### config.mk
export PLATFORM = sky130hd
export DESIGN_NAME = vfcm_adder
export DESIGN_NICKNAME = d
export VERILOG_FILES = /design/src/rtl/vfcm_pkg.sv /design/src/rtl/vfcm_adder.sv
export SDC_FILE = /design/constraint.sdc
export NUM_CORES = 1
export LEC_CHECK = 0
export ABC_AREA = 1
export BUFFER_PORTS_ARGS = -buffer_cell sky130_fd_sc_hd__buf_2
export CORE_AREA = 4 4 41 43
export DETAILED_ROUTE_END_ITERATION = 7
export DIE_AREA = 0 0 45 47
export PLACE_DENSITY = 0.86
export SYNTH_ARGS = -nofsm -noshare
export SYNTH_HDL_FRONTEND = slang
export SYNTH_SLANG_ARGS = --single-unit
### constraint.sdc
create_clock -name vclk -period 1.18
set_input_delay 0.059 -clock vclk [all_inputs]
set_output_delay 0.059 -clock vclk [all_outputs]
set_load 0.01 [all_outputs]
### src/rtl/vfcm_pkg.sv
// shared constants, types and face tables for the voxel face culling mesher
package vfcm_pkg;

	localparam int CHUNK_EDGE   = 32;
	localparam int COORD_W      = $clog2(CHUNK_EDGE);
	localparam int VERT_W       = COORD_W + 1;
	localparam int MAP_DEPTH    = CHUNK_EDGE * CHUNK_EDGE * CHUNK_EDGE;
	localparam int ADDR_W       = 3 * COORD_W;
	localparam int NUM_FACES    = 6;
	localparam int FACE_W       = 3;
	localparam int VTX_PER_FACE = 6;
	localparam int NUM_PROBES   = NUM_FACES + 1;
	localparam int PROBE_W      = $clog2(NUM_PROBES);
	localparam int VTX_W        = $clog2(VTX_PER_FACE);

	localparam logic OP_LOAD = 1'b0;
	localparam logic OP_MESH = 1'b1;

	// probe codes: center first, then the six neighbors in face order
	localparam logic [PROBE_W-1:0] PROBE_CENTER = PROBE_W'(0);
	localparam logic [PROBE_W-1:0] PROBE_PX     = PROBE_W'(1);
	localparam logic [PROBE_W-1:0] PROBE_NX     = PROBE_W'(2);
	localparam logic [PROBE_W-1:0] PROBE_PY     = PROBE_W'(3);
	localparam logic [PROBE_W-1:0] PROBE_NY     = PROBE_W'(4);
	localparam logic [PROBE_W-1:0] PROBE_PZ     = PROBE_W'(5);
	localparam logic [PROBE_W-1:0] PROBE_NZ     = PROBE_W'(6);
	localparam logic [PROBE_W-1:0] PROBE_LAST   = PROBE_NZ;

	localparam logic [VTX_W-1:0] VTX_LAST = VTX_W'(VTX_PER_FACE - 1);

	typedef enum logic [3:0] {
		ST_IDLE   = 4'b0001,
		ST_PROBE  = 4'b0010,
		ST_SETTLE = 4'b0100,
		ST_EMIT   = 4'b1000
	} state_t;

	// per-axis offset in two's complement, range -1..1
	typedef struct packed {
		logic [1:0] dx;
		logic [1:0] dy;
		logic [1:0] dz;
	} offs_t;

	typedef struct packed {
		logic              wr_en;
		logic              rd_en;
		logic [ADDR_W-1:0] addr;
		logic              wr_bit;
	} mem_req_t;

	// corner bits {x, y, z}
	typedef logic [2:0] corner_t;

	localparam corner_t CORNER_TAB [NUM_FACES][4] = '{
		'{3'b100, 3'b110, 3'b111, 3'b101},
		'{3'b000, 3'b001, 3'b011, 3'b010},
		'{3'b010, 3'b011, 3'b111, 3'b110},
		'{3'b000, 3'b100, 3'b101, 3'b001},
		'{3'b001, 3'b101, 3'b111, 3'b011},
		'{3'b000, 3'b010, 3'b110, 3'b100}
	};

	localparam logic [1:0] TRI_ORDER [VTX_PER_FACE] = '{2'd0, 2'd1, 2'd2, 2'd0, 2'd2, 2'd3};

	function automatic offs_t probe_offset(input logic [PROBE_W-1:0] idx);
		offs_t o;
		o = '{dx: 2'b00, dy: 2'b00, dz: 2'b00};
		case (idx)
			PROBE_PX: o.dx = 2'b01;
			PROBE_NX: o.dx = 2'b11;
			PROBE_PY: o.dy = 2'b01;
			PROBE_NY: o.dy = 2'b11;
			PROBE_PZ: o.dz = 2'b01;
			PROBE_NZ: o.dz = 2'b11;
			default: o = '{dx: 2'b00, dy: 2'b00, dz: 2'b00};
		endcase
		return o;
	endfunction

	function automatic offs_t corner_offset(input logic [FACE_W-1:0] face,
		input logic [VTX_W-1:0] vtx);
		corner_t c;
		offs_t   o;
		c    = CORNER_TAB[face][TRI_ORDER[vtx]];
		o.dx = {1'b0, c[2]};
		o.dy = {1'b0, c[1]};
		o.dz = {1'b0, c[0]};
		return o;
	endfunction

endpackage

### src/rtl/vfcm_adder.sv
// shared coordinate adder: neighbor addresses while probing, corners while emitting
module vfcm_adder (
	input  logic [vfcm_pkg::COORD_W-1:0] base_x,
	input  logic [vfcm_pkg::COORD_W-1:0] base_y,
	input  logic [vfcm_pkg::COORD_W-1:0] base_z,
	input  vfcm_pkg::offs_t              offs,
	output logic [vfcm_pkg::VERT_W-1:0]  sum_x,
	output logic [vfcm_pkg::VERT_W-1:0]  sum_y,
	output logic [vfcm_pkg::VERT_W-1:0]  sum_z
);

	localparam int EXT_W = vfcm_pkg::COORD_W - 1;

	assign sum_x = {1'b0, base_x} + {{EXT_W{offs.dx[1]}}, offs.dx};
	assign sum_y = {1'b0, base_y} + {{EXT_W{offs.dy[1]}}, offs.dy};
	assign sum_z = {1'b0, base_z} + {{EXT_W{offs.dz[1]}}, offs.dz};

endmodule

==> results of run 1 <==
## layer usage
metal / vias up / part of all wire, %
li1: 353 / -
met1: 334 / 38
met2: 41 / 53
met3: 2 / 7.8
met4: 0 / 0.68
met5: - / 0
## what timing repair did
action | 4_1_cts | 5_1_grt
hold buffers | 0 | 0
buffers inserted | 1 | 0
setup endpoints to repair | 3 | 10
pin swaps | 10 | 6
gates resized for setup | 18 | 18
## path summary, 6_finish.rpt
check	startpoint	end	slack, ns	cells after the start
worst max-delay path	base_x[0]	sum_x[4]	0.03	7
worst min-delay path	offs[2]	sum_y[0]	0.42	3
## synth_stat cells (all sizes together)
| library cell | number | area (um^2) |
|---|---|---|
| a21oi | 6 | 30.0 |
| fa | 3 | 60.1 |
| ha | 15 | 188 |
| inv | 12 | 45.0 |
| nand2 | 27 | 101 |
| nand3 | 9 | 60.1 |
| nor2 | 3 | 11.3 |
| xnor2 | 3 | 26.3 |
| xor2 | 6 | 52.6 |
## power by group
part	total, mW	leakage [nW]	switching (mW)	internal [mW]
sequential	0	0	0	0
clock	0	0	0	0
combinational	0.582	0.526	0.301	0.281
total	0.582	0.526	0.301	0.281
## area by class of cell
class	count	area share, %
multi-input cells	72	70.0
well taps	15	1.84
inverters	12	4.41
repair buffers	40	23.7
## per-stage QoR
step	std cells	hold WS (ns)	worst slack, ns	setup TNS, ns	util [%]
after global placement	138	0.411	-0.0710	-0.206	60.6
after global routing	139	0.432	-0.0548	-0.101	78.6
after floorplan	84	0.257	0.104	0	-
final	139	0.418	0.0258	0	78.6
after detailed placement	138	0.415	-0.0902	-0.250	60.6
after CTS	139	0.411	0.00307	0	68.5
## logic make-up after synthesis
kind of cell / synth area share [%]
XOR/XNOR: 13.7
AND/OR/NAND/NOR: 30.1
buffers and inverters: 7.84
AO/OA/AOI/OAI: 5.23
adder cells (fa/ha/maj): 43.1
## critical path, stage by stage
cell and delay (ns):
sky130_fd_sc_hd__buf_6 0.10, sky130_fd_sc_hd__ha_4 0.15, sky130_fd_sc_hd__fa_2 0.36, sky130_fd_sc_hd__nand3_2 0.09
sky130_fd_sc_hd__nand2_2 0.05, sky130_fd_sc_hd__xor2_1 0.15, sky130_fd_sc_hd__buf_2 0.13
==> impl_metrics.sql, run 1 <==
INSERT INTO impl_metrics (metric_group, metric, value, unit) VALUES
('cells_and_area', 'n_antenna_cell', '0', ''),
('placed_design', 'place_hpwl', '1.25', 'mm'),
('global_route', 'grt_max_degree', '8', ''),
('sta', 'max_slew_margin', '84.4', '%'),
('detailed_routing', 'drt_first_pass_iters', '4', ''),
('die', 'die-height', '47', 'um'),
('die', 'effective_utilization_at_floorplan', '44.1', '%'),
('setup_path', 'critPathRequiredTime', '1.12', 'ns'),
('synthesis', 'synth_fp_nets', '123', ''),
('cells_and_area', 'layout.nets', '165', ''),
('global_route', 'global_route.peak_usage_layer', 'met2', ''),
('cells_and_area', 'mostFrequentLayoutCell', 'sky130_fd_sc_hd__buf_2', ''),
('cells_and_area', 'seqCellArea', '0', 'um^2'),
('detailed_routing', 'wire_per_inst', '14.9', 'um'),
('cells_and_area', 'stdcell_area', '1020', 'um^2'),
('detailed_routing', 'drt_drc_violations_left', '0', ''),
('cells_and_area', 'area_delta_synth_final', '78.0', '%'),
('power_and_ir_drop', 'power_density', '570', 'nW/um^2'),
('global_route', 'met1_usage', '16.2', '%'),
('job', 'number_of_maximum_capacitance_constraint_violations', '0', ''),
('setup_path', 'cp_data_arrival_time', '1.10', 'ns'),
('cells_and_area', 'n_sequential_cell', '0', ''),
('global_route', 'globalRouteMet3Util', '1.92', '%'),
('global_route', 'grt_antenna_before_repair', '0', ''),
('setup_path', 'worstPathMaxFanout', '2', ''),
('global_route', 'first_global_vias', '671', ''),
('cells_and_area', 'final.clkbuf_count', '0', ''),
('setup_path', 'setup.worst_path.end_class', 'output pin', ''),
('placed_design', 'instance_area_after_placement', '788', 'um^2'),
('detailed_routing', 'drtAntennaViolNets', '0', ''),
('placed_design', 'place.port_buffers', '39', ''),
('global_route', 'grt_util_all_layers', '16.3', '%'),
('status', 'status', 'completed', ''),
('cells_and_area', 'drive_gt1_share', '52.4', '%'),
('detailed_routing', 'detailroute.via_count', '730', ''),
('setup_path', 'start_to_end_type_of_the_worst_setup_path', 'in -> out', ''),
('cells_and_area', 'fill_cells', '83', ''),
('cells_and_area', 'mostFrequentLayoutCells', 'sky130_fd_sc_hd__buf_2, sky130_fd_sc_hd__nand2_1, sky130_fd_sc_hd__inv_1, sky130_fd_sc_hd__ha_4', ''),
('min_path', 'worstHoldPathType', 'in -> out', ''),
('power_and_ir_drop', 'power.static_leakage', '0.526', 'nW'),
('detailed_routing', 'wirelength', '2.07', 'mm'),
('sta', 'final-setup-viol-count', '0', ''),
('synthesis', 'synthesis.area', '574', 'um^2'),
('sta', 'report.final.slew_viol_count', '0', ''),
('synthesis', 'synth.distinct_cells', '10', ''),
('synthesis', 'synthCells', '84', ''),
('die', 'die_w', '45', 'um'),
('die', 'boundaryPins', '39', ''),
('global_route', 'leftover_overflow_at_the_end_of_global_routing', '0', ''),
('die', 'core-area', '1300', 'um^2'),
('detailed_routing', 'routed_via_density', '5.25', ''),
('power_and_ir_drop', 'totalPowerFinal', '582', 'uW'),
('die', 'design.die.area', '2120', 'um^2'),
('sta', 'finalWorstPathRequiredPeriod', '1.15', 'ns'),
('placed_design', 'routability_congestion_estimate', '0.813', ''),
('synthesis', 'syn_avg_cell_area', '6.84', 'um^2'),
('sta', 'fmax', '0.866', 'GHz'),
('power_and_ir_drop', 'max-vdd-ir-drop', '0.368', 'mV'),
('sta', 'fin_crit_sh', '97.8', '%'),
('detailed_routing', 'detail_route.iter0.violations', '19', ''),
('global_route', 'groute.layer.met2.usage', '34.2', '%'),
('sta', 'tightestPinTransition', '0.234', 'ns'),
('synthesis', 'share_of_synthesized_area_occupied_by_flip_flops_and_latches', '0', '%'),
('sta', 'final_hold_viol_count', '0', ''),
('cells_and_area', 'multiInputGateArea', '716', 'um^2'),
('setup_path', 'critical_path.startpoint_type', 'primary input', ''),
('die', 'std_cell_rows', '13', ''),
('global_route', 'grt_first_pass_wirelength', '2.63', 'mm'),
('sta', 'unrepaired_setup_endpoints_after_global_routing', 'yes', ''),
('synthesis', 'yosys_warnings', '0', '');
(Power assumes the default switching activity.)
==> run 2: changes to the inputs <==
Settings changed: ABC_AREA 1 to 0, CORE_AREA 4 4 41 43 to default, CORE_MARGIN from default to 4, CORE_UTILIZATION from default to 45, DIE_AREA 0 0 45 47 to default, PLACE_DENSITY 0.86 to 0.88.
==> run 2 against run 1 <==
Compared with the run above:
- the flow now stops in 4_1_cts
- synthesized cell count decreased by 18%
- area after synthesis increased by 4.6%
==> impl_metrics.sql, run 2 <==
INSERT INTO impl_metrics (metric_group, metric, value, unit) VALUES
('synthesis', 'synth_simple_gate_area_share', '15.6', '%'),
('placed_design', 'place_inst', '144', ''),
('synthesis', 'combinational_family_with_the_most_area_after_synthesis', 'adder cells', ''),
('placed_design', 'routability_congestion_estimate', '0.847', ''),
('die', 'std_cell_rows', '12', ''),
('synthesis', 'synth_common_cells', 'sky130_fd_sc_hd__ha_1, sky130_fd_sc_hd__a21o_1, sky130_fd_sc_hd__a21oi_1, sky130_fd_sc_hd__xnor2_1', ''),
('placed_design', 'place.port_buffers', '39', ''),
('die', 'effective_utilization_at_floorplan', '50.6', '%'),
('synthesis', 'synthCells', '69', ''),
('placed_design', 'post-place-ws', '-0.261', 'ns'),
('synthesis', 'synth.mux.area_fraction', '0', '%'),
('synthesis', 'share_of_synthesized_area_occupied_by_flip_flops_and_latches', '0', '%'),
('placed_design', 'place_hpwl', '1.77', 'mm'),
('die', 'die-height', '44.5', 'um'),
('synthesis', 'post_synth_fa_ha_maj_area_fraction', '41.3', '%'),
('synthesis', 'yosys.cell_count.top_type', 'sky130_fd_sc_hd__ha_1', ''),
('synthesis', 'synth.distinct_cells', '20', ''),
('synthesis', 'synth_compound_area_share', '29.4', '%'),
('synthesis', 'synthesis.area', '601', 'um^2'),
('synthesis', 'post_synth_main_area_contributors', 'sky130_fd_sc_hd__ha_1, sky130_fd_sc_hd__fa_1, sky130_fd_sc_hd__xnor2_1', ''),
('status', 'status', 'stopped before the end', ''),
('synthesis', 'syn_avg_cell_area', '8.70', 'um^2'),
('clock_tree', 'hold_buffers', '0', ''),
('die', 'boundaryPins', '39', ''),
('clock_tree', 'post_cts_buffers', '5', ''),
('synthesis', 'area_share_of_xor_xnor_cells_in_the_synthesized_design', '13.1', '%'),
('synthesis', 'synth_fp_nets', '108', ''),
('clock_tree', 'post_cts_resize_count', '48', ''),
('die', 'die_w', '44.5', 'um'),
('status', 'failing_step', '4_1_cts', ''),
('status', 'firstError', '[ERROR DPL-0038] Utilization greater than 100%, impossible to legalize', ''),
('synthesis', 'synth_top_area_share', '31.3', '%'),
('synthesis', 'yosysTopAreaCell', 'sky130_fd_sc_hd__ha_1', ''),
('synthesis', 'yosys_warnings', '0', '');
==> run 2: stage by stage <==
stage | TNS [ns] | area, um^2 | hold WS, ns | utilization (%)
3_5_place_dp | -1.47 | 990 | 0.418 | 83.4
3_3_place_gp | -1.15 | 990 | 0.410 | 83.4
2_1_floorplan | -0.0149 | 612 | 0.258 | -
==> run 2: kinds of logic after synthesis <==
logic type      after synthesis
fa+ha+maj                    18
xor+xnor                      9
buf+inv                       1
compound gates               26
simple gates                 15
==> run 3: changes to the inputs <==
Settings changed: CORE_AREA from default to 4 4 65 67, CORE_MARGIN 4 to default, CORE_UTILIZATION 45 to default, DIE_AREA from default to 0 0 69 71, PLACE_DENSITY 0.88 to default, PLACE_DENSITY_LB_ADDON from default to 0.15.
==> run 3 against run 2 <==
Compared with the run above:
- the flow now finishes, with violations (negative setup slack)
- area after synthesis is the same
- synthesized cell count stayed put
==> impl_metrics.sql, run 3 <==
INSERT INTO impl_metrics (metric_group, metric, value, unit) VALUES
('status', 'status', 'finished with violations', ''),
('status', 'violated_checks', 'negative setup slack', ''),
('placed_design', 'place.port_buffers', '39', ''),
('placed_design', 'instance_area_after_placement', '1040', 'um^2'),
('setup_path', 'cp_data_arrival_time', '1.28', 'ns'),
('detailed_routing', 'detail_route.iter0.violations', '19', ''),
('cells_and_area', 'mostFrequentLayoutCells', 'sky130_fd_sc_hd__buf_2, sky130_fd_sc_hd__buf_4, sky130_fd_sc_hd__buf_6', ''),
('placed_design', 'routability_congestion_estimate', '0.713', ''),
('synthesis', 'synth.distinct_cells', '20', ''),
('global_route', 'grt_antenna_before_repair', '0', ''),
('global_route', 'leftover_overflow_at_the_end_of_global_routing', '0', ''),
('synthesis', 'synthesis.area', '601', 'um^2'),
('power_and_ir_drop', 'pwr-share-comb', '100.0', '%'),
('cells_and_area', 'layout.nets', '176', ''),
('detailed_routing', 'routed_via_density', '4.31', ''),
('synthesis', 'synth_fp_nets', '108', ''),
('die', 'design.die.area', '4900', 'um^2'),
('cells_and_area', 'fill_cells', '394', ''),
('sta', 'fin_crit_sh', '113', '%'),
('setup_path', 'start_to_end_type_of_the_worst_setup_path', 'in -> out', ''),
('job', 'number_of_maximum_capacitance_constraint_violations', '0', ''),
('sta', 'unrepaired_setup_endpoints_after_global_routing', 'yes', ''),
('sta', 'final.setup.worst_slack', '-0.156', 'ns'),
('global_route', 'grt_first_pass_wirelength', '3.17', 'mm'),
('cells_and_area', 'n_sequential_cell', '0', ''),
('min_path', 'hp-start', 'base_x[0]', ''),
('power_and_ir_drop', 'share_seq_of_total_power', '0', '%'),
('power_and_ir_drop', 'power.static_leakage', '0.641', 'nW'),
('cells_and_area', 'n_antenna_cell', '0', ''),
('detailed_routing', 'drtAntennaViolNets', '0', ''),
('synthesis', 'synthCells', '69', ''),
('power_and_ir_drop', 'psw', '315', 'uW'),
('global_route', 'grt_max_degree', '7', ''),
('detailed_routing', 'drt_drc_violations_left', '0', ''),
('sta', 'report.final.slew_viol_count', '0', ''),
('synthesis', 'synth_top_area_share', '31.3', '%'),
('cells_and_area', 'stdcell_area', '1380', 'um^2'),
('setup_path', 'setup.worst_path.end_class', 'output pin', ''),
('setup_path', 'critPathRequiredTime', '1.12', 'ns'),
('cells_and_area', 'final.clkbuf_count', '0', ''),
('die', 'boundaryPins', '39', ''),
('detailed_routing', 'drt_first_pass_iters', '4', ''),
('die', 'std_cell_rows', '22', ''),
('synthesis', 'yosys.cell_count.top_type', 'sky130_fd_sc_hd__ha_1', ''),
('placed_design', 'place_hpwl', '1.60', 'mm'),
('synthesis', 'yosys_warnings', '0', ''),
('min_path', 'worstHoldPathType', 'in -> out', ''),
('detailed_routing', 'wirelength', '2.07', 'mm'),
('synthesis', 'syn_avg_cell_area', '8.70', 'um^2'),
('synthesis', 'post_synth_main_area_contributors', 'sky130_fd_sc_hd__ha_1, sky130_fd_sc_hd__fa_1, sky130_fd_sc_hd__xnor2_1', ''),
('sta', 'fmax', '0.749', 'GHz'),
('power_and_ir_drop', 'intPower', '407', 'uW'),
('cells_and_area', 'area_delta_synth_final', '129', '%'),
('die', 'die-height', '71', 'um'),
('sta', 'max_slew_margin', '83.7', '%'),
('setup_path', 'critical_path.startpoint_type', 'primary input', ''),
('die', 'effective_utilization_at_floorplan', '16.5', '%'),
('die', 'die_w', '69', 'um'),
('synthesis', 'synth_common_cells', 'sky130_fd_sc_hd__ha_1, sky130_fd_sc_hd__a21o_1, sky130_fd_sc_hd__a21oi_1, sky130_fd_sc_hd__xnor2_1', ''),
('global_route', 'first_global_vias', '795', ''),
('setup_path', 'worstPathMaxFanout', '2', ''),
('sta', 'tightestPinTransition', '0.242', 'ns'),
('global_route', 'grt_util_all_layers', '7.21', '%'),
('detailed_routing', 'detailroute.via_count', '788', ''),
('setup_path', 'critPathLaunch', 'offs[0]', ''),
('power_and_ir_drop', 'pwr-share-clk', '0', '%'),
('sta', 'final_hold_viol_count', '0', ''),
('synthesis', 'share_of_synthesized_area_occupied_by_flip_flops_and_latches', '0', '%'),
('detailed_routing', 'wire_per_inst', '11.3', 'um'),
('cells_and_area', 'drive_gt1_share', '68.1', '%'),
('power_and_ir_drop', 'max-vdd-ir-drop', '0.178', 'mV'),
('setup_path', 'slowest_stage', 'sky130_fd_sc_hd__fa_2', ''),
('synthesis', 'yosysTopAreaCell', 'sky130_fd_sc_hd__ha_1', ''),
('setup_path', 'critPathMaxStageDelay', '0.34', 'ns'),
('setup_path', 'worstPathCellList', 'buf_6, ha_4, fa_2, a21o_1, a21oi_2, xnor2_1, buf_2', ''),
('power_and_ir_drop', 'sw_frac_of_total', '43.7', '%'),
('power_and_ir_drop', 'totalPowerFinal', '722', 'uW'),
('cells_and_area', 'seqCellArea', '0', 'um^2'),
('cells_and_area', 'mostFrequentLayoutCell', 'sky130_fd_sc_hd__buf_2', ''),
('power_and_ir_drop', 'power_density', '525', 'nW/um^2'),
('die', 'core-area', '3630', 'um^2'),
('setup_path', 'endpoint', 'sum_z[4]', ''),
('sta', 'finalWorstPathRequiredPeriod', '1.34', 'ns'),
('sta', 'final-setup-viol-count', '6', '');
## run 3: logic make-up after synthesis
family / after synthesis / share of synthesized area (%)
adders and majority gates: 18 / 41.3
AOI/OAI and AO/OA: 26 / 29.4
xor gates and xnor gates: 9 / 13.1
buffers and inverters: 1 / 0.624
and+or+nand+nor: 15 / 15.6
## run 3: power by group through the flow
stage,clock (mW),combinational [mW],sequential [mW]
2_1_floorplan,0,0.311,0
3_3_place_gp,0,0.558,0
3_5_place_dp,0,0.567,0
4_1_cts,0,0.675,0
5_1_grt,0,0.793,0
6_report,0,0.722,0
## run 3: worst max-delay path: cells and delay by family
kind / cells / cell delay (ns)
compound gates: 2 / 0.32
xor+xnor: 1 / 0.13
fa+ha+maj: 2 / 0.50
buf+inv: 2 / 0.25
## run 3: worst min-delay path by stage
stage | endpoint | slack, ns | depth (start not counted)
finish | sum_x[0] | 0.41 | 3
global route | sum_x[0] | 0.42 | 3
CTS | sum_x[0] | 0.41 | 3
detailed placement | sum_z[0] | 0.42 | 3
global placement | sum_z[0] | 0.41 | 3
floorplan | sum_x[0] | 0.26 | 1
## run 3: layout make-up
| cell class | instances | area, um^2 | share of cell area [%] |
|---|---|---|---|
| multi-input combinational | 68 | 793 | 57.7 |
| tap | 48 | 60.1 | 4.37 |
| timing repair buffer | 66 | 518 | 37.7 |
| inverter | 1 | 3.75 | 0.273 |
## run 3: metal layers
metal	global-route usage [%]	up-vias	routed length, um
met2	14.4	23	1120
met4	0	0	0
li1	-	401	-
met5	0	-	0
met1	8.82	364	858
met3	0.568	0	88
## run 3: repair_timing
action,CTS,global route
pin swaps,22,15
hold endpoints to repair,0,0
setup buffers,4,3
hold buffers,0,0
setup endpoints to repair,12,12
resized for setup,39,19
## run 3: stage by stage
stage	util [%]	TNS (ns)	cells	worst slack [ns]	hold slack, ns
after detailed placement	28.6	-1.48	179	-0.269	0.417
final	37.8	-0.657	183	-0.156	0.407
after CTS	35.2	-0.835	182	-0.176	0.410
after floorplan	-	-0.0149	69	-0.0149	0.258
after global routing	37.8	-1.00	183	-0.214	0.421
after global placement	28.6	-1.38	179	-0.253	0.412
