$ cat src/rtl/vfcm_pkg.sv
// shared constants, types and face tables for the voxel face culling mesher
package vfcm_pkg;

	localparam int CHUNK_EDGE   = 32;
	localparam int COORD_W      = $clog2(CHUNK_EDGE);
	localparam int VERT_W       = COORD_W + 1;
	localparam int MAP_DEPTH    = CHUNK_EDGE * CHUNK_EDGE * CHUNK_EDGE;
	localparam int ADDR_W       = 3 * COORD_W;
	localparam int NUM_FACES    = 6;
	localparam int FACE_W       = 3;
	localparam int VTX_PER_FACE = 6;
	localparam int NUM_PROBES   = NUM_FACES + 1;
	localparam int PROBE_W      = $clog2(NUM_PROBES);
	localparam int VTX_W        = $clog2(VTX_PER_FACE);

	localparam logic OP_LOAD = 1'b0;
	localparam logic OP_MESH = 1'b1;

	// probe codes: center first, then the six neighbors in face order
	localparam logic [PROBE_W-1:0] PROBE_CENTER = PROBE_W'(0);
	localparam logic [PROBE_W-1:0] PROBE_PX     = PROBE_W'(1);
	localparam logic [PROBE_W-1:0] PROBE_NX     = PROBE_W'(2);
	localparam logic [PROBE_W-1:0] PROBE_PY     = PROBE_W'(3);
	localparam logic [PROBE_W-1:0] PROBE_NY     = PROBE_W'(4);
	localparam logic [PROBE_W-1:0] PROBE_PZ     = PROBE_W'(5);
	localparam logic [PROBE_W-1:0] PROBE_NZ     = PROBE_W'(6);
	localparam logic [PROBE_W-1:0] PROBE_LAST   = PROBE_NZ;

	localparam logic [VTX_W-1:0] VTX_LAST = VTX_W'(VTX_PER_FACE - 1);

	typedef enum logic [3:0] {
		ST_IDLE   = 4'b0001,
		ST_PROBE  = 4'b0010,
		ST_SETTLE = 4'b0100,
		ST_EMIT   = 4'b1000
	} state_t;

	// per-axis offset in two's complement, range -1..1
	typedef struct packed {
		logic [1:0] dx;
		logic [1:0] dy;
		logic [1:0] dz;
	} offs_t;

	typedef struct packed {
		logic              wr_en;
		logic              rd_en;
		logic [ADDR_W-1:0] addr;
		logic              wr_bit;
	} mem_req_t;

	// corner bits {x, y, z}
	typedef logic [2:0] corner_t;

	localparam corner_t CORNER_TAB [NUM_FACES][4] = '{
		'{3'b100, 3'b110, 3'b111, 3'b101},
		'{3'b000, 3'b001, 3'b011, 3'b010},
		'{3'b010, 3'b011, 3'b111, 3'b110},
		'{3'b000, 3'b100, 3'b101, 3'b001},
		'{3'b001, 3'b101, 3'b111, 3'b011},
		'{3'b000, 3'b010, 3'b110, 3'b100}
	};

	localparam logic [1:0] TRI_ORDER [VTX_PER_FACE] = '{2'd0, 2'd1, 2'd2, 2'd0, 2'd2, 2'd3};

	function automatic offs_t probe_offset(input logic [PROBE_W-1:0] idx);
		offs_t o;
		o = '{dx: 2'b00, dy: 2'b00, dz: 2'b00};
		case (idx)
			PROBE_PX: o.dx = 2'b01;
			PROBE_NX: o.dx = 2'b11;
			PROBE_PY: o.dy = 2'b01;
			PROBE_NY: o.dy = 2'b11;
			PROBE_PZ: o.dz = 2'b01;
			PROBE_NZ: o.dz = 2'b11;
			default: o = '{dx: 2'b00, dy: 2'b00, dz: 2'b00};
		endcase
		return o;
	endfunction

	function automatic offs_t corner_offset(input logic [FACE_W-1:0] face,
		input logic [VTX_W-1:0] vtx);
		corner_t c;
		offs_t   o;
		c    = CORNER_TAB[face][TRI_ORDER[vtx]];
		o.dx = {1'b0, c[2]};
		o.dy = {1'b0, c[1]};
		o.dz = {1'b0, c[0]};
		return o;
	endfunction

endpackage

$ cat src/rtl/vfcm_seq.sv
// sequencer: takes items, probes the bitmap, steps through exposed faces and vertices
module vfcm_seq (
	input  logic                         clk,
	input  logic                         arst_n,
	input  logic                         in_valid,
	output logic                         in_stall,
	input  logic                         operation,
	input  logic [vfcm_pkg::COORD_W-1:0] vox_x,
	input  logic [vfcm_pkg::COORD_W-1:0] vox_y,
	input  logic [vfcm_pkg::COORD_W-1:0] vox_z,
	input  logic                         is_solid,
	output logic                         out_valid,
	input  logic                         out_stall,
	output logic [vfcm_pkg::VERT_W-1:0]  vert_x,
	output logic [vfcm_pkg::VERT_W-1:0]  vert_y,
	output logic [vfcm_pkg::VERT_W-1:0]  vert_z,
	output logic [vfcm_pkg::FACE_W-1:0]  face_dir,
	output logic                         last_vertex,
	output vfcm_pkg::mem_req_t           mem_req,
	input  logic                         mem_rd_data,
	output logic [vfcm_pkg::COORD_W-1:0] add_base_x,
	output logic [vfcm_pkg::COORD_W-1:0] add_base_y,
	output logic [vfcm_pkg::COORD_W-1:0] add_base_z,
	output vfcm_pkg::offs_t              add_offs,
	input  logic [vfcm_pkg::VERT_W-1:0]  sum_x,
	input  logic [vfcm_pkg::VERT_W-1:0]  sum_y,
	input  logic [vfcm_pkg::VERT_W-1:0]  sum_z
);

	localparam int CW = vfcm_pkg::COORD_W;

	vfcm_pkg::state_t                   state_q;
	logic [CW-1:0]                      base_x_q, base_y_q, base_z_q;
	logic [vfcm_pkg::PROBE_W-1:0]       idx_q;
	logic [vfcm_pkg::VTX_W-1:0]         vtx_q;
	// bit 0: center solid, bits 1..6: face still to emit
	logic [vfcm_pkg::NUM_PROBES-1:0]    exp_q;
	logic                               rd_vld_s1;
	logic [vfcm_pkg::PROBE_W-1:0]       rd_tag_s1;
	logic                               rd_out_s1;
	logic                               out_valid_q;
	logic [vfcm_pkg::VERT_W-1:0]        vert_x_q, vert_y_q, vert_z_q;
	logic [vfcm_pkg::FACE_W-1:0]        face_dir_q;
	logic                               last_vertex_q;

	logic [vfcm_pkg::NUM_FACES-1:0]     live_mask;
	logic [vfcm_pkg::FACE_W-1:0]        face_cur;
	logic                               one_left;
	logic                               outside;
	logic                               in_take;
	logic                               out_load;

	always_comb begin
		live_mask = exp_q[0] ? exp_q[vfcm_pkg::NUM_PROBES-1:1] : '0;
		face_cur  = '0;
		// lowest pending face wins
		for (int i = vfcm_pkg::NUM_FACES - 1; i >= 0; i--) begin
			if (live_mask[i]) begin
				face_cur = vfcm_pkg::FACE_W'(i);
			end
		end
		one_left = (live_mask & (live_mask - vfcm_pkg::NUM_FACES'(1))) == '0;
		outside  = sum_x[CW] | sum_y[CW] | sum_z[CW];
		in_take  = in_valid && (state_q == vfcm_pkg::ST_IDLE);
		out_load = (state_q == vfcm_pkg::ST_EMIT) && (live_mask != '0) &&
			(!out_valid_q || !out_stall);
	end

	assign in_stall = (state_q != vfcm_pkg::ST_IDLE);

	assign add_base_x = base_x_q;
	assign add_base_y = base_y_q;
	assign add_base_z = base_z_q;

	always_comb begin
		if (state_q == vfcm_pkg::ST_PROBE) begin
			add_offs = vfcm_pkg::probe_offset(idx_q);
		end else begin
			add_offs = vfcm_pkg::corner_offset(face_cur, vtx_q);
		end
	end

	always_comb begin
		mem_req.wr_en  = in_take && (operation == vfcm_pkg::OP_LOAD);
		mem_req.rd_en  = (state_q == vfcm_pkg::ST_PROBE);
		mem_req.wr_bit = is_solid;
		if (mem_req.rd_en) begin
			mem_req.addr = {sum_z[CW-1:0], sum_y[CW-1:0], sum_x[CW-1:0]};
		end else begin
			mem_req.addr = {vox_z, vox_y, vox_x};
		end
	end

	always_ff @(posedge clk or negedge arst_n) begin
		if (!arst_n) begin
			state_q     <= vfcm_pkg::ST_IDLE;
			idx_q       <= vfcm_pkg::PROBE_CENTER;
			vtx_q       <= '0;
			exp_q       <= '0;
			rd_vld_s1   <= 1'b0;
			rd_tag_s1   <= vfcm_pkg::PROBE_CENTER;
			rd_out_s1   <= 1'b0;
			out_valid_q <= 1'b0;
		end else begin
			rd_vld_s1 <= (state_q == vfcm_pkg::ST_PROBE);
			rd_tag_s1 <= idx_q;
			rd_out_s1 <= outside;
			if (rd_vld_s1) begin
				if (rd_tag_s1 == vfcm_pkg::PROBE_CENTER) begin
					exp_q[rd_tag_s1] <= mem_rd_data;
				end else begin
					// border neighbors count as air
					exp_q[rd_tag_s1] <= rd_out_s1 | ~mem_rd_data;
				end
			end
			out_valid_q <= out_load | (out_valid_q & out_stall);
			case (state_q)
				vfcm_pkg::ST_IDLE: begin
					if (in_take && (operation == vfcm_pkg::OP_MESH)) begin
						idx_q   <= vfcm_pkg::PROBE_CENTER;
						state_q <= vfcm_pkg::ST_PROBE;
					end
				end
				vfcm_pkg::ST_PROBE: begin
					if (idx_q == vfcm_pkg::PROBE_LAST) begin
						state_q <= vfcm_pkg::ST_SETTLE;
					end else begin
						idx_q <= idx_q + vfcm_pkg::PROBE_W'(1);
					end
				end
				vfcm_pkg::ST_SETTLE: begin
					vtx_q   <= '0;
					state_q <= vfcm_pkg::ST_EMIT;
				end
				vfcm_pkg::ST_EMIT: begin
					if (live_mask == '0) begin
						state_q <= vfcm_pkg::ST_IDLE;
					end else if (out_load) begin
						if (vtx_q == vfcm_pkg::VTX_LAST) begin
							vtx_q <= '0;
							exp_q[face_cur + vfcm_pkg::FACE_W'(1)] <= 1'b0;
							if (one_left) begin
								state_q <= vfcm_pkg::ST_IDLE;
							end
						end else begin
							vtx_q <= vtx_q + vfcm_pkg::VTX_W'(1);
						end
					end
				end
				default: begin
					state_q <= vfcm_pkg::ST_IDLE;
				end
			endcase
		end
	end

	always_ff @(posedge clk) begin
		if (in_take && (operation == vfcm_pkg::OP_MESH)) begin
			base_x_q <= vox_x;
			base_y_q <= vox_y;
			base_z_q <= vox_z;
		end
		if (out_load) begin
			vert_x_q      <= sum_x;
			vert_y_q      <= sum_y;
			vert_z_q      <= sum_z;
			face_dir_q    <= face_cur;
			last_vertex_q <= (vtx_q == vfcm_pkg::VTX_LAST) && one_left;
		end
	end

	assign out_valid   = out_valid_q;
	assign vert_x      = vert_x_q;
	assign vert_y      = vert_y_q;
	assign vert_z      = vert_z_q;
	assign face_dir    = face_dir_q;
	assign last_vertex = last_vertex_q;

`ifndef SYNTHESIS
	a_rd_from_probe: assert property (@(posedge clk) disable iff (!arst_n)
		rd_vld_s1 |-> $past(state_q == vfcm_pkg::ST_PROBE))
		else $error("read data arrived without a probe");

	a_emit_after_settle: assert property (@(posedge clk) disable iff (!arst_n)
		$rose(state_q == vfcm_pkg::ST_EMIT) |-> $past(state_q == vfcm_pkg::ST_SETTLE))
		else $error("emit entered before probing finished");

	a_face_retire: assert property (@(posedge clk) disable iff (!arst_n)
		(out_load && (vtx_q == vfcm_pkg::VTX_LAST)) |=>
		($countones(exp_q[vfcm_pkg::NUM_PROBES-1:1]) + 1 ==
		$countones($past(exp_q[vfcm_pkg::NUM_PROBES-1:1]))))
		else $error("finished face not retired");

	a_no_rw_clash: assert property (@(posedge clk) disable iff (!arst_n)
		mem_req.wr_en |-> !mem_req.rd_en)
		else $error("bitmap write during probe");
`endif

endmodule

$ cat config.mk
export PLATFORM = sky130hd
export DESIGN_NAME = vfcm_seq
export DESIGN_NICKNAME = d
export VERILOG_FILES = /design/src/rtl/vfcm_pkg.sv /design/src/rtl/vfcm_seq.sv
export SDC_FILE = /design/constraint.sdc
export NUM_CORES = 1
export LEC_CHECK = 0
export ABC_CLOCK_PERIOD_IN_PS = 2400
export BUFFER_PORTS_ARGS = -buffer_cell sky130_fd_sc_hd__buf_2
export CORE_MARGIN = 3
export CORE_UTILIZATION = 45
export DETAILED_ROUTE_END_ITERATION = 12
export GPL_TIMING_DRIVEN = 0
export PLACE_DENSITY = 0.76
export RECOVER_POWER = 50
export SYNTH_ARGS = -nofsm -noshare
export SYNTH_HDL_FRONTEND = slang
export SYNTH_SLANG_ARGS = --single-unit
$ cat constraint.sdc
create_clock -name clk -period 2.4 [get_ports clk]
set_input_delay 0.24 -clock clk [delete_from_list [all_inputs] [get_ports clk]]
set_output_delay 0.24 -clock clk [all_outputs]
set_load 0.01 [all_outputs]
==> results of run 1 <==
==> per-layer routing <==
metal | part of all wire, % | routed length (um) | vias up
met3 | 6.1 | 502 | 17
met5 | 0 | 0 | -
met1 | 41 | 3400 | 1251
met4 | 2.3 | 190 | 0
met2 | 50 | 4140 | 95
li1 | - | - | 1242
==> cells by family (layout without fill, tap and decap cells) <==
| logic type | Yosys count | in the layout | synth area share, % |
|---|---|---|---|
| AND/OR/NAND/NOR | 118 | 118 | 20.0 |
| flip-flops | 60 | 60 | 57.4 |
| AO/OA/AOI/OAI | 48 | 48 | 10.5 |
| buffers and inverters | 22 | 165 | 4.00 |
| adder cells (fa/ha/maj) | 11 | 11 | 4.68 |
| multiplexers | 10 | 10 | 3.44 |
==> state kept, by name, indices dropped and copies added (netlist names), 3 cells and up <==
| signal | count |
|---|---|
| face_dir | 3 |
| rd_tag_s1 | 3 |
| vert_x | 6 |
| vert_y | 6 |
| exp_q | 7 |
| vtx_q | 3 |
| idx_q | 3 |
| add_base_z | 5 |
| vert_z | 6 |
| add_base_y | 5 |
| add_base_x | 5 |
| state_q | 4 |
==> path summary, 6_finish.rpt <==
path,from,to,slack (ps),cells after the start
max in group asynchronous,arst_n,exp_q[6],830,2
min in group asynchronous,arst_n,out_valid,700,2
max reg2reg,exp_q[3],vert_z[3],70,5
min reg2reg,idx_q[0],rd_tag_s1[0],470,0
min,sum_y[5],vert_y[5],80,1
max,exp_q[3],add_offs[0],-400,9
==> power breakdown <==
| part | internal, mW | switching [mW] | total [mW] |
|---|---|---|---|
| Sequential | 1.24 | 0.123 | 1.37 |
| Combinational | 0.631 | 0.789 | 1.42 |
| Clock | 0.591 | 0.444 | 1.04 |
==> cell usage in the layout (no fill, tap or decap), types with 4 or more instances in the layout <==
cell type,synthesis,routed
o21ai_0,15,13
dfrtp_2,0,5
clkbuf_8,1,10
nand2_1,58,57
inv_1,10,7
edfxtp_1,37,37
clkinvlp_4,0,4
ha_1,11,6
mux2i_1,9,9
buf_2,4,63
buf_4,2,25
dfrtp_1,22,17
clkbuf_1,2,42
nand3_1,5,5
a21oi_1,15,15
nor3_1,8,7
nor2_2,1,4
nor2_1,16,13
==> repair_timing <==
action                     CTS  global route
pin swaps                    8             8
hold endpoints to repair    22             0
resized for setup           23            21
setup buffers               17             7
hold buffers                 1             0
gates cloned                 1             0
setup endpoints to repair   39            59
==> final cells by class <==
class | instances | area (um2)
plain buffers | 9 | 66.3
clock buffers | 9 | 124
clock inverters | 7 | 98.8
fillers | 491 | 2080
inverters | 12 | 60.1
multi-input cells | 187 | 1250
flip-flops and latches | 60 | 1690
well taps | 75 | 93.8
repair buffers | 127 | 659
repair inverters | 1 | 7.51
==> summary.txt, run 1 <==
Drt
  – DR pass1 iterations: 5
  – Vias: roughly 2600
  – DRT iter0 DRCs: about 130
  – Residual DRC: 0
  – Vias per cell: around 5.3
  – WL final: a little over 8000 um
  – ANT nets after route: 0
  – Avg WL per Cell: roughly 17 um

Synthesis
  – Area contributors post-synth: edfxtp_1, dfrtp_1, nand2_1, ha_1, mux2i_1
  – Area share of the largest cell type after synthesis: a little under two fifths
  – Synth top cells by count: nand2_1, edfxtp_1, dfrtp_1
  – YS warnings: 0
  – Cell with the most instances after synthesis: nand2_1
  – Syn_nets: 320
  – Post-Syn Instances: 269
  – Async set-or-reset flop fraction in the synthesized netlist: 38.3%
  – FF+latch count, synth: 60
  – Register area share after synthesis: between 50% and 60%
  – Post-synthesis cell type count: 56
  – Post-synth EDFFs: 37
  – Dominant cell type by area after synthesis: edfxtp_1
  – Synth Cell Area: a little under 3000 um2
  – Synth Flop Type: edfxtp_1
  – Syn avg cell area: between 10 and 15 um2

Timing
  – Max Freq: ~0.36 GHz
  – Fin crit period: about 2800 ps
  – Max Slew Vio Count: 0
  – Slew @ Worst Pin: roughly 1300 ps
  – Relative slew slack: a little over an eighth
  – TNS Setup: -976 ps
  – Clk_skew: a little under 8 ps
  – Hold Violations, Final: 0
  – Hold Slack: 80.7 ps
  – RSZ-0062 raised after global routing: yes
  – Worst Slack Setup Final: -396 ps
  – Ratio of final minimum period to clock period: 116%
  – Final Setup Violations: 3

Status
  – Failing checks: negative setup slack
  – Outcome: finished with violations

Power
  – Pwr/cell area: between 900 and 1000 nW/um2
  – Total chip power: between 3 and 4 mW
  – Worst VDD drop: between 600 and 700 uV
  – Leakage power: 1.78 nW

Critical path
  – Worst path slowest cell: or3b_4
  – Worst path required time: 2160 ps
  – Crit end category: output port
  – CP Data Arrival Time: 2560 ps
  – CP Launch Type: flip-flop
  – Worst-path maximum fanout: 5
  – CP Class: reg2out
  – Buf/Inv on CP: 1
  – Crit-path max cell delay: 450 ps
  – Worst path top cell family by delay: simple AND/OR/NAND/NOR gates
  – CP cell instances: nor3b_2 -> nor3_2 -> or3b_4 -> ha_4 -> nand2_4 -> o21ai_2 -> a2111oi_2 -> a22oi_1 -> buf_2

Global route
  – GRT overflow: 0
  – Wire length of the first global-routing pass: ~12000 um
  – Vias in the first global route: 2570
  – Largest net degree at the start of global routing: 24
  – Total track usage: 20.9%
  – Global route hottest layer: met2
  – Met1 Track Usage GR: around a quarter
  – M3 GR Usage: 4.45%
  – Initial antenna violation count: 0
  – M2 GR Usage: 34.6%

Clocking
  – Reg clk slew, reported paths: ~80 ps
  – CTS tree: yes
  – Worst skew pair latency: about 340 ps
  – Max clock buf depth: 2
  – CTS root buffer: clkbuf_8
  – H-tree depth: 3
  – Number of buffers created by CTS: 9
  – CTS sink count: 60

Final layout
  – ANT cells: 0
  – Core Util, Final: 66.1%
  – # nets final: 458
  – Synth-to-Final Area Change: 37.8%
  – Fin area: between 4000 and 5000 um2
  – Fin cells: roughly 490
  – Layout cells sized above 1: a little over a third

Placed design
  – Dpl ws: -399 ps
  – Placer congestion estimate: between 0.8 and 0.9
  – Input/output buffers: about 100
  – Dpl hpwl: about 5400 um
  – DP Cell Count: around 450
  – Dpl cell area: between 3000 and 4000 um2

Floorplan
  – Site row count: 28
  – Die ar.: 7550 um2
  – Initial core utilization: 48.0%
  – Die Ht: 86.9 um
  – Ports: 103
  – Core ar.: just over 6000 um2
  – Die W: ~87 um

Run
  – Max-cap violation count: 0

Min path
  – HP Class: in2reg
Power figures use the tool's default switching activity.
==> run 2, diff against run 1 <==
--- a/config.mk
+++ b/config.mk
@@ -5,7 +5,8 @@
 export SDC_FILE = /design/constraint.sdc
 export NUM_CORES = 1
 export LEC_CHECK = 0
-export ABC_CLOCK_PERIOD_IN_PS = 2400
+export ABC_AREA = 1
+export ABC_CLOCK_PERIOD_IN_PS = 2500
 export BUFFER_PORTS_ARGS = -buffer_cell sky130_fd_sc_hd__buf_2
 export CORE_MARGIN = 3
 export CORE_UTILIZATION = 45
==> constraint.sdc (replaced) <==
create_clock -name clk -period 2.5 [get_ports clk]
set_input_delay 0.25 -clock clk [delete_from_list [all_inputs] [get_ports clk]]
set_output_delay 0.25 -clock clk [all_outputs]
set_load 0.01 [all_outputs]
==> run 2 against run 1 <==
Net effect:
- the run now ends clean
- register-to-register slack better by 510 ps
- combinational power up 18%
- final cell count up 3.5%
- critical path type unchanged
- sequential power down 4%
- global-route usage down 1.5 points
- clock-buffer cell count unchanged
- critical endpoint is now add_offs[4]
==> summary.txt, run 2 <==
Status
  – Outcome: completed (was finished with violations)

Timing
  – Hold Violations, Final: 0 (unchanged)
  – Max Slew Vio Count: 0 (unchanged)
  – TNS Setup: 0 ps (was -976 ps)
  – Ratio of final minimum period to clock period: between 90 and 100%
  – Worst Slack Setup Final: 66.7 ps (was -396 ps)
  – Clk_skew: 10.4 ps (was 7.91 ps)
  – Max Freq: 0.411 GHz
  – Final Setup Violations: 0 (was 3)
  – Slew @ Worst Pin: 1300 ps (about the same)
  – Relative slew slack: 13.1% (about the same)
  – RSZ-0062 raised after global routing: yes (unchanged)
  – Fin crit period: 2430 ps

Critical path
  – CP cell instances: buf_2 -> o21ai_1 -> nand2_1 -> nor2_4 -> ha_1 -> inv_1 -> nor2_1 -> a21oi_1 -> nand2_1 -> nand3_1 -> o21ai_1 -> buf_2 (was nor3b_2 -> nor3_2 -> or3b_4 -> ha_4 -> nand2_4 -> o21ai_2 -> a2111oi_2 -> a22oi_1 -> buf_2)
  – Flop-to-flop setup slack: 580 ps (was 70 ps)
  – Crit-path max cell delay: 420 ps (was 450 ps)
  – CP Launch Type: flip-flop (unchanged)
  – Worst Reg-to-Reg Cells: 6 (was 5)
  – Worst path slowest cell: dfrtp_1 (was or3b_4)
  – CP Data Arrival Time: 2180 ps (was 2560 ps)
  – Worst path top cell family by delay: simple AND/OR/NAND/NOR gates (unchanged)
  – Worst path required time: 2250 ps (was 2160 ps)
  – FF-to-FF End: vert_z[5] (was vert_z[3])
  – CP Class: reg2out (unchanged)
  – Reg2reg start: exp_q[0] (was exp_q[3])
  – Buf/Inv on CP: 3 (was 1)
  – Crit end category: output port (unchanged)
  – Worst-path maximum fanout: 4 (was 5)

Final layout
  – Most frequent cells in the layout: nand2_1, buf_2, clkbuf_1 (was buf_2, nand2_1, clkbuf_1)
  – Largest Register: exp_q (unchanged)
  – Synth-to-Final Area Change: 29.1% (was 37.8%)
  – Commonest non-fill, non-tap cell in the layout: nand2_1 (was buf_2)
  – ANT cells: 0 (unchanged)
  – Layout cells sized above 1: 28.9% (was 35.9%)
  – Largest register FFs: 7 (unchanged)
  – # nets final: 475 (was 458)

Placed design
  – Placer congestion estimate: 0.847 (was 0.824)
  – Dpl hpwl: 5340 um (was 5390 um)
  – Input/output buffers: 101 (unchanged)
  – Dpl ws: -56.8 ps (was -399 ps)

Synthesis
  – Area share of the largest cell type after synthesis: 37.4% (was 37.8%)
  – Post-synthesis cell type count: 39 (was 56)
  – Synth Flop Type: edfxtp_1 (unchanged)
  – Area contributors post-synth: edfxtp_1, dfrtp_1, nand2_1, ha_1, inv_1 (was edfxtp_1, dfrtp_1, nand2_1, ha_1, mux2i_1)
  – Syn_nets: 356 (was 320)
  – Register area share after synthesis: 56.8% (was 57.4%)
  – Post-synth EDFFs: 37 (unchanged)
  – Post-Syn Instances: 305 (was 269)
  – Dominant cell type by area after synthesis: edfxtp_1 (unchanged)
  – Synth top cells by count: nand2_1, edfxtp_1, inv_1 (was nand2_1, edfxtp_1, dfrtp_1)
  – Synth Cell Area: 2970 um2 (was 2940 um2)
  – YS warnings: 0 (unchanged)
  – Syn avg cell area: 9.73 um2 (was 10.9 um2)
  – Async set-or-reset flop fraction in the synthesized netlist: 38.3% (unchanged)
  – FF+latch count, synth: 60 (unchanged)
  – Cell with the most instances after synthesis: nand2_1 (unchanged)

Drt
  – Avg WL per Cell: 14.2 um (was 16.9 um)
  – DR pass1 iterations: 4 (was 5)
  – Vias: 2478 (was 2605)
  – WL final: 7160 um (was 8230 um)
  – DRT iter0 DRCs: 81 (was 128)
  – Vias per cell: 4.92 (was 5.35)
  – Residual DRC: 0 (unchanged)
  – ANT nets after route: 0 (unchanged)

Clocking
  – Reg clk slew, reported paths: 80 ps (about the same)
  – CTS root buffer: clkbuf_8 (unchanged)
  – H-tree depth: 3 (unchanged)
  – CTS sink count: 60 (unchanged)
  – CTS tree: yes (unchanged)
  – Worst skew pair latency: 340 ps (about the same)
  – Number of buffers created by CTS: 9 (unchanged)
  – Max clock buf depth: 2 (unchanged)

Run
  – Max-cap violation count: 0 (unchanged)

Global route
  – Vias in the first global route: 2477 (was 2570)
  – GRT overflow: 0 (unchanged)
  – Largest net degree at the start of global routing: 24 (unchanged)
  – Wire length of the first global-routing pass: 11400 um (was 12200 um)
  – Initial antenna violation count: 0 (unchanged)
  – Total track usage: 19.4% (was 20.9%)

Floorplan
  – Ports: 103 (unchanged)
  – Die ar.: 7610 um2 (was 7550 um2)
  – Site row count: 28 (unchanged)
  – Initial core utilization: 48.2% (was 48.0%)
  – Die W: 87.2 um (was 86.9 um)
  – Core ar.: 6170 um2 (was 6130 um2)
  – Die Ht: 87.2 um (was 86.9 um)

Min path
  – HP Class: in2reg (unchanged)
  – Hold Path Depth: 1 (unchanged)
  – Worst Hold End: vert_x[3] (was vert_y[5])
  – Hold Crit Start: sum_x[3] (was sum_y[5])

Power
  – Total chip power: 3.86 mW (was 3.82 mW)
  – Leakage power: 1.80 nW (was 1.78 nW)
  – Pwr/cell area: 1010 nW/um2 (was 943 nW/um2)
  – Worst VDD drop: 635 uV (was 643 uV)
==> run 2: cells by family after synthesis <==
| family | count (synthesis) | synth area share (%) |
|---|---|---|
| adders and majority gates | 11 | 4.64 |
| muxes | 1 | 0.337 |
| DFF | 60 | 56.8 |
| buffers and inverters | 37 | 5.18 |
| and+or+nand+nor | 161 | 24.7 |
| AOI/OAI and AO/OA | 34 | 7.42 |
| xor gates and xnor gates | 1 | 0.927 |
==> run 2: timing repair <==
action | CTS | global route
hold endpoints to repair | 22 | 0
setup buffers | 2 | 3
setup endpoints to repair | 3 | 3
pin swaps | 1 | 12
gates cloned | 1 | 0
gates resized for setup | 10 | 12
hold buffers | 1 | 0
==> run 2: worst max path at each step <==
stage / depth (start not counted) / to / start / slack [ps]
finish: 12 / add_offs[4] / exp_q[0] / 70
global route: 16 / add_offs[0] / exp_q[0] / -110
CTS: 16 / add_offs[0] / exp_q[0] / -10
detailed placement: 15 / add_offs[0] / exp_q[0] / -60
global placement: 15 / add_offs[0] / exp_q[0] / 80
floorplan: 14 / add_offs[0] / exp_q[0] / 410
==> run 2: per-layer routing <==
metal | global-route usage [%] | wire, um | up-vias | part of all wire [%]
met5 | 0 | 0 | - | 0
met1 | 24.0 | 3010 | 1142 | 42
li1 | - | - | 1246 | -
met3 | 4.16 | 346 | 16 | 4.8
met2 | 33.0 | 3650 | 74 | 51
met4 | 7.67 | 159 | 0 | 2.2
==> run 2: worst register-to-register path, delay by kind of cell (launching register included) <==
| kind | cells | cell delay (ps) |
|---|---|---|
| compound gates | 2 | 290 |
| simple gates | 1 | 140 |
| buf+inv | 3 | 720 |
| flops | 1 | 400 |
==> run 2: final cells by class <==
type	instances	area, um2
Buffer	6	37.5
Clock buffer	9	124
Clock inverter	7	75.1
Inverter	31	119
Sequential cell	60	1690
Tap cell	75	93.8
Multi-Input combinational cell	208	1190
Timing Repair Buffer	108	505
Fill cell	534	2330
==> run 2: metrics by stage <==
stage	util (%)	hold WS, ps	instance area [um2]	cells
2_1_floorplan	-	-45.6	2970	305
3_3_place_gp	57.9	267	3570	481
3_5_place_dp	57.9	268	3570	481
4_1_cts	62.3	85.2	3840	501
5_1_grt	62.2	82.6	3830	504
6_report	62.2	95.8	3830	504
==> run 2: power breakdown <==
part	switching [mW]	internal, mW
clock network	0.407	0.465
registers	0.119	1.20
logic	0.994	0.675
==> run 3, diff against run 2 <==
--- a/config.mk
+++ b/config.mk
@@ -8,11 +8,13 @@
 export ABC_AREA = 1
 export ABC_CLOCK_PERIOD_IN_PS = 2500
 export BUFFER_PORTS_ARGS = -buffer_cell sky130_fd_sc_hd__buf_2
+export CELL_PAD_IN_SITES_DETAIL_PLACEMENT = 2
+export CELL_PAD_IN_SITES_GLOBAL_PLACEMENT = 2
 export CORE_MARGIN = 3
-export CORE_UTILIZATION = 45
+export CORE_UTILIZATION = 27
 export DETAILED_ROUTE_END_ITERATION = 12
 export GPL_TIMING_DRIVEN = 0
-export PLACE_DENSITY = 0.76
+export PLACE_DENSITY = 0.77
 export RECOVER_POWER = 50
 export SYNTH_ARGS = -nofsm -noshare
 export SYNTH_HDL_FRONTEND = slang
==> run 3 against run 2 <==
Net effect:
- the run now ends with negative setup slack left
- critical path depth grew 3
- clock skew is essentially flat
- core utilization shrank 23 points
- worst setup slack lost 160 ps
- highest routed layer unchanged
==> summary.txt, run 3 (synthesized netlist as in run 2, its figures left out) <==
Floorplan
  – Die W: 111 um (was 87.2 um)
  – Site row count: 37 (was 28)
  – Ports: 103 (unchanged)
  – Die ar.: 12300 um2 (was 7610 um2)
  – Core ar.: 10500 um2 (was 6170 um2)
  – Die Ht: 111 um (was 87.2 um)
  – Initial core utilization: 28.3% (was 48.2%)

Drt
  – Vias: 2626 (was 2478)
  – WL final: 9940 um (was 7160 um)
  – Residual DRC: 0 (unchanged)
  – DRT iter0 DRCs: 91 (was 81)
  – Vias per cell: 4.57 (was 4.92)
  – ANT nets after route: 0 (unchanged)
  – DR pass1 iterations: 4 (unchanged)
  – Avg WL per Cell: 17.3 um (was 14.2 um)

Timing
  – Hold Slack: 101 ps (was 95.8 ps)
  – Max Slew Vio Count: 0 (unchanged)
  – Fin crit period: 2590 ps (was 2430 ps)
  – Max Freq: 0.385 GHz (was 0.411 GHz)
  – RSZ-0062 raised after global routing: yes (unchanged)
  – Worst Slack Setup Final: -94.5 ps (was 66.7 ps)
  – Hold Violations, Final: 0 (unchanged)
  – Clk_skew: 10.4 ps (about the same)
  – Slew @ Worst Pin: 1330 ps (was 1300 ps)
  – Final Setup Violations: 3 (was 0)
  – Ratio of final minimum period to clock period: 104% (was 97.3%)
  – Relative slew slack: 11.3% (was 13.1%)

Critical path
  – CP Class: reg2out (unchanged)
  – Worst path required time: 2250 ps (about the same)
  – CP Data Arrival Time: 2340 ps (was 2180 ps)
  – Worst-path maximum fanout: 5 (was 4)
  – Crit end category: output port (unchanged)
  – CP Launch Type: flip-flop (unchanged)

Placed design
  – Dpl ws: -94.1 ps (was -56.8 ps)
  – Input/output buffers: 101 (unchanged)
  – DP Cell Count: 542 (was 481)
  – Dpl hpwl: 7350 um (was 5340 um)
  – Dpl cell area: 3640 um2 (was 3570 um2)
  – Placer congestion estimate: 0.786 (was 0.847)

Final layout
  – Multi-input logic area: 1250 um2 (was 1190 um2)
  – # nets final: 485 (was 475)
  – Largest register FFs: 7 (unchanged)
  – Synth-to-Final Area Change: 38.2% (was 29.1%)
  – Most frequent cells in the layout: nand2_1, buf_2, clkbuf_1 (unchanged)
  – Largest Register: exp_q (unchanged)
  – Commonest non-fill, non-tap cell in the layout: nand2_1 (unchanged)
  – Fill cell count: 1195 (was 534)
  – Fin area: 4100 um2 (was 3830 um2)
  – Fin cells: 575 (was 504)
  – ANT cells: 0 (unchanged)
  – Storage cell area: 1690 um2 (unchanged)
  – Layout cells sized above 1: 30.8% (was 28.9%)

Status
  – Outcome: finished with violations (was completed)
  – Failing checks: negative setup slack

Clocking
  – Max clock buf depth: 2 (unchanged)
  – Number of buffers created by CTS: 9 (unchanged)
  – CTS root buffer: clkbuf_8 (unchanged)
  – Reg clk slew, reported paths: 80 ps (about the same)
  – CTS tree: yes (unchanged)
  – Worst skew pair latency: 330 ps (was 340 ps)
  – CTS sink count: 60 (unchanged)
  – H-tree depth: 3 (unchanged)

Power
  – Sequential power share: 29.5% (was 34.1%)
  – Pwr/cell area: 1100 nW/um2 (was 1010 nW/um2)
  – Power share of the combinational group: 46.3% (was 43.3%)
  – Clock share of power: 24.1% (was 22.6%)
  – NetSw: 1.76 mW (was 1.52 mW)
  – Power Internal: 2.78 mW (was 2.34 mW)
  – Total chip power: 4.53 mW (was 3.86 mW)
  – Worst VDD drop: 433 uV (was 635 uV)
  – Leakage power: 1.87 nW (was 1.80 nW)
  – Net Sw Frac: 38.7% (was 39.4%)

Global route
  – Wire length of the first global-routing pass: 16000 um (was 11400 um)
  – GRT overflow: 0 (unchanged)
  – Initial antenna violation count: 0 (unchanged)
  – Largest net degree at the start of global routing: 24 (unchanged)
  – Total track usage: 16.5% (was 19.4%)
  – Vias in the first global route: 2967 (was 2477)

Run
  – Max-cap violation count: 0 (unchanged)

Min path
  – HP Class: in2reg (unchanged)
-- run 3: worst paths after layout --
path	start	endpoint	slack, ps	cells after the start
worst max-delay path	exp_q[0]	add_offs[0]	-90	15
worst min-delay path	sum_z[2]	vert_z[2]	100	1
worst max register to register	exp_q[0]	vert_x[3]	420	8
worst min register to register	idx_q[0]	rd_tag_s1[0]	450	0
max in group asynchronous	arst_n	exp_q[0]	880	2
min in group asynchronous	arst_n	exp_q[0]	750	2
-- run 3: final cells by class --
| class | instances | share of cell area [%] |
|---|---|---|
| clock buffer | 10 | 3.35 |
| tap | 136 | 4.15 |
| timing repair buffer | 118 | 14.1 |
| sequential | 60 | 41.2 |
| inverter | 31 | 2.99 |
| clock inverter | 6 | 2.71 |
| buffer | 6 | 1.04 |
| multi-input combinational | 208 | 30.5 |
-- run 3: worst max-delay path, stage by stage (launching register included) --
cell     delay [ps]
dfrtp_2         450
buf_8           160
nand2_8          70
nand2_4          90
nor2_4          150
inv_2            70
ha_4            230
buf_6           120
a21oi_4         150
nand2_2          80
nand2_1          70
nand2_1          70
nand2_2          70
nand2_1          50
nand2_1          80
buf_6           110
-- run 3: power by group through the flow --
| stage | Combinational, mW | Clock (mW) | Sequential [mW] |
|---|---|---|---|
| after global routing | 2.33 | 1.16 | 1.36 |
| after CTS | 1.88 | 1.13 | 1.32 |
| final | 2.10 | 1.09 | 1.34 |
| after floorplan | 1.00 | 0 | 1.31 |
| after detailed placement | 1.47 | 0 | 1.33 |
| after global placement | 1.41 | 0 | 1.32 |
-- run 3: layer usage --
layer  up-vias  routed length, um  GRT usage (%)
met1      1306               3970           18.1
met3        11                264           3.06
li1       1260                  -              -
met5         -                  0              0
met2        49               5580           31.6
met4         0                136           5.25
-- run 3: per-stage QoR --
stage	TNS (ps)	util, %
detailed placement	-129	34.7
floorplan	0	-
CTS	-69.5	38.6
finish	-165	39.1
global route	-551	39.1
global placement	-129	34.7
-- run 3: repair_timing --
item	4_1_cts	5_1_grt
gates cloned	1	0
gates resized for setup	18	18
setup endpoints to repair	3	12
hold buffers	1	0
endpoints found under the hold margin	22	0
setup buffers	10	5
pin swaps	14	13
